===== config.mk =====
export PLATFORM = sky130hd
export DESIGN_NAME = ggxae_fifo
export DESIGN_NICKNAME = d
export VERILOG_FILES = /design/src/rtl/ggxae_pkg.sv /design/src/rtl/ggxae_fifo.sv
export SDC_FILE = /design/constraint.sdc
export NUM_CORES = 1
export LEC_CHECK = 0
export ABC_CLOCK_PERIOD_IN_PS = 1950
export BUFFER_PORTS_ARGS = -buffer_cell sky130_fd_sc_hd__buf_2
export CORE_AREA = 2 2 84 86
export CTS_CLUSTER_DIAMETER = 40
export DETAILED_ROUTE_END_ITERATION = 8
export DIE_AREA = 0 0 86 88
export PLACE_DENSITY = 0.45
export SYNTH_ARGS = -nofsm -noshare
export SYNTH_HDL_FRONTEND = slang
export SYNTH_SLANG_ARGS = --single-unit

===== constraint.sdc =====
create_clock -name clk -period 1.95 [get_ports clk]
set_input_delay 0.195 -clock clk [delete_from_list [all_inputs] [get_ports clk]]
set_output_delay 0.195 -clock clk [all_outputs]
set_load 0.02 [all_outputs]

===== src/rtl/ggxae_pkg.sv =====
// ----------------------------------------------------------------------------
// ggxae_pkg
// Shared types and constants of the GGX albedo energy compensation block:
// rational-fit coefficients, fixed-point constants and queue status.
// ----------------------------------------------------------------------------
`default_nettype none

package ggxae_pkg;

  localparam int DEFAULT_INPUT_FRAC_BITS = 15;
  localparam int COEF_W = 26;
  localparam int NUM_POLY = 4;
  localparam int NUM_MONO = 9;
  localparam int FIELD_W = 16;
  localparam int FRES_W = 3 * FIELD_W;
  localparam int QUEUE_DEPTH = 4;
  localparam int QUOT_SHIFT = 15;
  localparam int QUOT_BITS = 15;
  localparam int COMP_SHIFT = 12;
  localparam int COMP_BITS = 17;
  localparam int ESS_W = 17;

  localparam logic [FIELD_W-1:0] MIN_DEN_RESET = 16'd1;
  localparam logic [FIELD_W-1:0] QUOT_ONE = 16'd32768;
  localparam logic [FIELD_W-1:0] COMP_ONE = 16'd4096;
  localparam logic [FIELD_W-1:0] COMP_MAX = 16'd65535;

  localparam logic signed [COEF_W-1:0] POLY_COEF [NUM_POLY][NUM_MONO] = '{
    '{ 26'sd6573, -26'sd41307, 26'sd638845, -26'sd133562, 26'sd1922826,
       -26'sd540344, -26'sd1732772, 26'sd1310065, -26'sd357040 },
    '{ 26'sd61243, -26'sd152240, 26'sd146080, -26'sd245629, 26'sd93323,
       -26'sd50358, 26'sd94110, 26'sd19091, 26'sd41196 },
    '{ 26'sd65536, -26'sd115671, 26'sd541524, 26'sd755630, 26'sd1897923,
       -26'sd491979, -26'sd2366505, 26'sd1039401, 26'sd2186936 },
    '{ 26'sd65536, 26'sd14949, 26'sd1044644, -26'sd3658875, 26'sd857211,
       26'sd2704015, 26'sd3597926, 26'sd19673907, -26'sd18684314 }
  };

  typedef struct packed {
    logic empty;
    logic full;
  } fifo_status_t;

  function automatic int poly_width(input int frac_bits);
    return COEF_W + frac_bits + 6;
  endfunction

endpackage

`default_nettype wire


===== src/rtl/ggxae_fifo.sv =====
// ----------------------------------------------------------------------------
// ggxae_fifo
// Short first-in first-out queue with a show-ahead output.
// ----------------------------------------------------------------------------
`default_nettype none

module ggxae_fifo #(
  parameter int WIDTH = 8,
  parameter int DEPTH = ggxae_pkg::QUEUE_DEPTH
) (
  input  logic                    clk,
  input  logic                    rst,
  input  logic                    wr,
  input  logic [WIDTH-1:0]        wdata,
  input  logic                    rd,
  output logic [WIDTH-1:0]        rdata,
  output ggxae_pkg::fifo_status_t status
);
  import ggxae_pkg::*;

  localparam int AW = (DEPTH > 1) ? $clog2(DEPTH) : 1;

  logic [WIDTH-1:0] mem [DEPTH];
  logic [AW-1:0]    wr_ptr;
  logic [AW-1:0]    rd_ptr;
  logic [AW:0]      count;

  always_ff @(posedge clk) begin
    if (wr) begin
      mem[wr_ptr] <= wdata;
    end
  end

  always_ff @(posedge clk) begin
    if (rst) begin
      wr_ptr <= '0;
      rd_ptr <= '0;
      count  <= '0;
    end else begin
      if (wr) begin
        wr_ptr <= (wr_ptr == AW'(DEPTH - 1)) ? '0 : wr_ptr + AW'(1);
      end
      if (rd) begin
        rd_ptr <= (rd_ptr == AW'(DEPTH - 1)) ? '0 : rd_ptr + AW'(1);
      end
      count <= count + (AW+1)'(wr) - (AW+1)'(rd);
    end
  end

  assign rdata        = mem[rd_ptr];
  assign status.empty = (count == '0);
  assign status.full  = (count == (AW+1)'(DEPTH));

endmodule

`default_nettype wire


Word level (Yosys, flattened, before mapping)
Memory sizes are Yosys's and may differ from the RTL's. A register that Yosys moved wholly into a read port is not among the register bits. Index checks and enable logic that the tools add are counted.

Flip-flop bits (word level): 7. Bits in latches: 0. RAM bits: 32. ROM bits: 0. Bits of input ports: 12. Output and inout bits: 10. Word-level logic and storage cells: 18. Memories: 1.

Add/sub/neg operators: 4. Multipliers: 0. Divide/modulo/power cells: 0. Order comparisons: 0. Eq/ne operators: 3. Shift operators: 0. Mux-type cells: 6. Bitwise operators: 0. Reduce and logical (&&, ||, !) cells: 1.

Memories: mem (depth 4, width 8, read ports 1, clocked after Yosys merged registers in 1, write ports 1, RTL line ggxae_fifo.sv:23) `logic [WIDTH-1:0] mem [DEPTH];`.

Operator list (count): $mux W2 (4); $add A2 B1 Y2 const B (2); $eq A2 B2 Y1 const B (2); $add A3 B1 Y3 (1); $eq A3 B3 Y1 const B (1); $logic_not A3 Y1 (1); $sub A3 B1 Y3 (1); $mux W1 (2).

Depth between registers and ports, before layout
Gate-level depths: netlist (run 1).

Depth in word-level cells: 4. Depth in mapped cells: 7. Depth with buffers taken out: 7.

Worst setup path before layout (run 1)
No wires, ideal clock.

Path type: register -> register. From: reg count[0]. To: reg count[2]. Library setup time: 110 ps. Data arrival time: 1392 ps. Data required time: 1840 ps. Setup slack: 448 ps. Stages on the path, launching flop included: 8. Buffers on the path: 0. Period minus slack after synthesis: 1502 ps. Cell sequence: dfxtp_1 inv_1 ha_1 inv_1 ha_1 fa_1 xor3_1 nor2_1.

Longest elaborated chain between the ends: 2.

Ends and longest elaborated chain: from (decl) (RTL line ggxae_fifo.sv:26) `logic [AW:0] count;`; from (signal assigned) (RTL line ggxae_fifo.sv:46) `count <= count + (AW+1)'(wr) - (AW+1)'(rd);`; $add A3 B1 Y3 (RTL line ggxae_fifo.sv:46); $sub A3 B1 Y3 (RTL line ggxae_fifo.sv:46).

No other way between the ends. A chain may end at the register's enable or synchronous reset.

==> results of run 1 <==
## metal layers
metal / global-route usage / wire [µm] / vias to the layer above
li1: - / - / 370
met1: 0.0921 / 1190 / 385
met2: 0.137 / 1370 / 24
met3: 0.0386 / 197 / 5
met4: 0.0303 / 42 / 0
met5: 0 / 0 / -
## cell families after synthesis
| family | Yosys count |
|---|---|
| DFF | 41 |
| and+or+nand+nor | 15 |
| muxes | 10 |
| buffers and inverters | 8 |
| adders and majority gates | 8 |
| AOI/OAI and AO/OA | 2 |
| xor gates and xnor gates | 1 |
## through the flow
stage / util / hold WS [ns]
final: 0.288 / 0.123
after global routing: 0.288 / 0.112
after CTS: 0.288 / 0.120
after detailed placement: 0.272 / 0.418
after global placement: 0.272 / 0.408
after floorplan: - / 0.264
## cell usage after synthesis (all sizes together), types with 2 or more instances
master,n
a21oi,2
ha,7
or3b,2
dfxtp,9
nor2b,2
nor2,3
mux2i,2
nand2b,2
inv,6
and2,4
mux4,8
edfxtp,32
## worst max-delay path: stages, from the launching register on
cell,delay [ns]
dfxtp_1,0.42
buf_4,0.23
mux4_2,0.52
buf_2,0.18
## state kept, by name, indices dropped and copies added, names as in the netlist, named ones only
name    cells
wr_ptr      2
mem        32
rd_ptr      2
count       3
## cell usage in the layout, fill, tap and decap left out, drive strengths merged
cell / synthesis / layout
a21oi: 2 / 2
and2: 4 / 4
nand2b: 2 / 2
dfxtp: 9 / 9
mux2i: 2 / 2
inv: 6 / 6
or3b: 2 / 2
nor3: 1 / 1
nor2b: 2 / 2
clkinv: 0 / 1
nor2: 3 / 3
and3: 1 / 1
bufinv: 0 / 1
xor3: 1 / 1
fa: 1 / 1
edfxtp: 32 / 32
clkbuf: 1 / 6
mux4: 8 / 8
buf: 1 / 22
ha: 7 / 7
## report_power, final
group          internal (mW)  switching (mW)
sequential             0.996          0.0344
combinational          0.134           0.142
clock                  0.378           0.269
total                   1.51           0.445
## worst paths after layout
kind,to,slack (ns),depth (start not counted)
hold / removal,mem[0][5],0.12,1
setup reg to reg,count[2],0.34,7
hold reg to reg,register,0.52,2
setup / recovery,rdata[5],0.13,3
## final cells by class
type,count,area share
Sequential cell,41,0.596
Multi-Input combinational cell,36,0.225
Timing Repair Buffer,22,0.0588
Tap cell,80,0.0523
Clock buffer,6,0.0379
Clock inverter,2,0.0176
Inverter,6,0.0118
==> impl_metrics.env, run 1 <==
export IMPL_crit_arrival_ns=1.63
export IMPL_syn_area_um2=1610
export IMPL_drv_cap=0
export IMPL_synth_top_family_by_area="multiplexers"
export IMPL_skew_ns=0.00572
export IMPL_nNetsFinal=132
export IMPL_multiInputGateArea_um2=432
export IMPL_coreArea_um2=6640
export IMPL_setup_viol=0
export IMPL_dr_first_iter_drc_count=39
export IMPL_yosys_area_top_type_share=0.596
export IMPL_path_max_fanout=6
export IMPL_p_per_area_nw_per_um2=1020
export IMPL_port_buffers=21
export IMPL_synth_compound_area_frac=0.00621
export IMPL_layout_cells_non_filler=193
export IMPL_insertion_delay_ns=0.29
export IMPL_antenna_found_initial=0
export IMPL_cts_made_buffers=5
export IMPL_die_h_um=88
export IMPL_synth_seq_cells=41
export IMPL_synth_area_top_cells="edfxtp_1 60%, dfxtp_1 11%, mux4_2 11%"
export IMPL_synth_edf_count=32
export IMPL_max_freq_ghz=0.549
export IMPL_report_final_slew_viol_count=0
export IMPL_critPathLaunchType="register"
export IMPL_place_inst=185
export IMPL_fin_setup_tns_ns=0
export IMPL_antennaDiodeCount=0
export IMPL_final_area_um2=1910
export IMPL_r2r_start="count[0]"
export IMPL_first_pass_iters=4
export IMPL_drive_gt1_frac=0.319
export IMPL_overflow=0
export IMPL_ctsResizeCount=0
export IMPL_power_leakage_nw=0.703
export IMPL_detailed_place_hpwl_um=1940
export IMPL_outcome="finished clean"
export IMPL_worstSetupPathType="register to output port"
export IMPL_cts_setup_buffers=0
export IMPL_worstHoldStart="wdata[5]"
export IMPL_rsz0062_at_grt="no"
export IMPL_grt_use_total=0.0822
export IMPL_cts_sink_count=41
export IMPL_final_setup_worst_slack_ns=0.129
export IMPL_yosysUniqueCellTypes=18
export IMPL_cts_hold_buf=0
export IMPL_cts_tree="done"
export IMPL_vias=784
export IMPL_totalWireLength_um=2790
export IMPL_routedWlPerCell_um=14.5
export IMPL_synth_async_reset_ratio=0
export IMPL_area_delta_synth_final_pct=18.8
export IMPL_ctsLongestPathBuffers=2
export IMPL_power_mw=1.95
export IMPL_synthMuxAreaShare=0.124
export IMPL_cp_end_kind="output port"
export IMPL_synth_top_area_cell="edfxtp_1"
export IMPL_grt_pass1_vias=896
export IMPL_viasPerCell=4.06
export IMPL_slew_headroom=0.686
export IMPL_drc=0
export IMPL_hold_viol=0
export IMPL_cts_root_buf="clkbuf_8"
export IMPL_ir_drop_v=0.000349
export IMPL_synth_xor_area_share=0.0148
export IMPL_antenna_left=0
export IMPL_io_pin_count=22
export IMPL_grt_start_max_net_pins=13
export IMPL_worstPathRequired_ns=1.75
export IMPL_synth_flop_cell="edfxtp_1"
export IMPL_dieArea_um2=7570
export IMPL_worstMarginPinSlew_ns=0.471
export IMPL_synthAdderAreaFrac=0.0668
export IMPL_synth_cells=85
export IMPL_synthesis_nets=105
export IMPL_yosysWarnings=0
export IMPL_die_width_um=86
export IMPL_finalCriticalPeriod_ns=1.82
export IMPL_grt_pass1_wl_um=4400
export IMPL_place_worst_setup_slack_ns=0.343
export IMPL_htreeDepth=2
export IMPL_avgSynthCellArea_um2=19.0
export IMPL_gp_congestion=0.648
export IMPL_n_fill_cell=661
export IMPL_seq_area_um2=1140
export IMPL_core_rowCount=30
export IMPL_start_util=0.243
export IMPL_placed_area_um2=1810
export IMPL_seq_area_frac_synth=0.708
export IMPL_post_route_period_util=0.934
export IMPL_clk_pin_slew_ns=0.07
export IMPL_synth_simple_gate_area_frac=0.0559
export IMPL_worst_hold_path_type="input port to register"
(Power assumes the default switching activity.)
==> run 2: changes to the inputs <==
--- a/config.mk
+++ b/config.mk
@@ -7,11 +7,12 @@
 export LEC_CHECK = 0
 export ABC_CLOCK_PERIOD_IN_PS = 1950
 export BUFFER_PORTS_ARGS = -buffer_cell sky130_fd_sc_hd__buf_2
-export CORE_AREA = 2 2 84 86
+export CORE_AREA = 2 2 63 65
+export CTS_BUF_LIST = sky130_fd_sc_hd__clkbuf_4 sky130_fd_sc_hd__clkbuf_8
 export CTS_CLUSTER_DIAMETER = 40
 export DETAILED_ROUTE_END_ITERATION = 8
-export DIE_AREA = 0 0 86 88
-export PLACE_DENSITY = 0.45
+export DIE_AREA = 0 0 65 67
+export PLACE_DENSITY = 0.69
 export SYNTH_ARGS = -nofsm -noshare
 export SYNTH_HDL_FRONTEND = slang
 export SYNTH_SLANG_ARGS = --single-unit
==> run 2 against run 1 <==
  * Final area fell by 3.1%
  * Register-to-register slack barely moved
  * Flip-flop and latch count unchanged
  * Die area decreased by 42%
==> impl_metrics.env, run 2 (synthesis results as in run 1) <==
export IMPL_start_util=0.447
export IMPL_viasPerCell=4.93
export IMPL_cts_made_buffers=5
export IMPL_top_layer="met4"
export IMPL_drc=0
export IMPL_coreArea_um2=3610
export IMPL_cp_endpoint="rdata[0]"
export IMPL_critPathLaunchType="register"
export IMPL_ctsLongestPathBuffers=2
export IMPL_largest_register="mem"
export IMPL_worstPathRequired_ns=1.75
export IMPL_worstMarginPinSlew_ns=0.464
export IMPL_area_delta_synth_final_pct=15.1
export IMPL_top_regs="mem x32, count x3"
export IMPL_seq_area_um2=1140
export IMPL_detailed_place_hpwl_um=1660
export IMPL_crit_arrival_ns=1.54
export IMPL_grt_use_total=0.128
export IMPL_final_area_um2=1850
export IMPL_htreeDepth=2
export IMPL_outcome="finished clean"
export IMPL_die_width_um=65
export IMPL_cts_sink_count=41
export IMPL_report_final_slew_viol_count=0
export IMPL_max_freq_ghz=0.577
export IMPL_cp_end_kind="output port"
export IMPL_path_max_fanout=7
export IMPL_antenna_left=0
export IMPL_fin_util=0.514
export IMPL_totalWireLength_um=2320
export IMPL_rsz0062_at_grt="no"
export IMPL_grt_pass1_wl_um=3930
export IMPL_clk_pin_slew_ns=0.07
export IMPL_p_per_area_nw_per_um2=973
export IMPL_grt_start_max_net_pins=14
export IMPL_slew_headroom=0.690
export IMPL_r2r_start="count[0]"
export IMPL_cts_root_buf="clkbuf_8"
export IMPL_vias=793
export IMPL_ir_drop_v=0.000616
export IMPL_dr_first_iter_drc_count=22
export IMPL_r2r_slack_ns=0.35
export IMPL_worst_hold_path_type="input port to register"
export IMPL_first_pass_iters=5
export IMPL_skew_ns=0.00305
export IMPL_power_mw=1.80
export IMPL_dr_wl_met3_um=90
export IMPL_largest_register_ff_count=32
export IMPL_dieArea_um2=4360
export IMPL_layout_cells_non_filler=161
export IMPL_post_route_period_util=0.889
export IMPL_power_leakage_nw=0.694
export IMPL_hold_viol=0
export IMPL_layout_common_cells="32 x edfxtp_1, 21 x buf_2, 9 x dfxtp_1"
export IMPL_nNetsFinal=132
export IMPL_place_inst=153
export IMPL_layout_commonest_cell="edfxtp_1"
export IMPL_n_fill_cell=309
export IMPL_r2r_cells=7
export IMPL_multiInputGateArea_um2=432
export IMPL_core_rowCount=22
export IMPL_io_pin_count=22
export IMPL_setup_viol=0
export IMPL_worstSetupPathType="register to output port"
export IMPL_r2r_end="count[2]"
export IMPL_routed_wl_met2_um=1220
export IMPL_insertion_delay_ns=0.28
export IMPL_placed_area_um2=1770
export IMPL_overflow=0
export IMPL_grt_pass1_vias=823
export IMPL_routedWlPerCell_um=14.4
export IMPL_antennaDiodeCount=0
export IMPL_die_h_um=67
export IMPL_cts_hold_buf=0
export IMPL_ctsResizeCount=0
export IMPL_drive_gt1_frac=0.336
export IMPL_cts_setup_buffers=0
export IMPL_holdWs_ns=0.125
export IMPL_gp_congestion=0.628
export IMPL_finalCriticalPeriod_ns=1.73
export IMPL_fin_setup_tns_ns=0
export IMPL_cts_tree="done"
export IMPL_wl_met1_um=985
export IMPL_final_setup_worst_slack_ns=0.217
export IMPL_place_worst_setup_slack_ns=0.352
export IMPL_drv_cap=0
export IMPL_antenna_found_initial=0
export IMPL_port_buffers=21
## run 2: cell types whose count changed in the layout (fill, tap and decap cells not counted), sizes merged
cell	delta
bufinv	-1
clkinv	+1
clkinvlp	+1
clkbuf	-1
## run 2: metal layers
metal	up-vias	global-route usage
met1	396	0.142
met5	-	0
met2	19	0.232
met4	0	0.0479
li1	373	-
met3	5	0.0372
## run 2: worst min-delay path by stage
stage	start	end	cells past startpoint
global route	wdata[5]	mem[3][5]	1
detailed placement	wdata[2]	mem[2][2]	1
global placement	wdata[3]	mem[2][3]	1
floorplan	rst	wr_ptr[0]	1
finish	wdata[2]	mem[2][2]	1
CTS	wdata[2]	mem[2][2]	1
## run 2: critical path, cell delays in order (launching register included)
cell	delay, ns
dfxtp_1	0.36
buf_4	0.21
mux4_2	0.51
buf_2	0.18
## run 2: cell type report
cell class | count | share of cell area
sequential | 41 | 0.615
tap | 48 | 0.0324
multi-input combinational | 36 | 0.233
inverter | 6 | 0.0121
clock buffer | 5 | 0.0371
timing repair buffer | 22 | 0.0607
clock inverter | 3 | 0.00945
## run 2: where the power goes
group	internal (mW)	switching, mW	total (mW)
clock network	0.246	0.258	0.504
registers	0.997	0.0328	1.03
logic	0.133	0.138	0.271
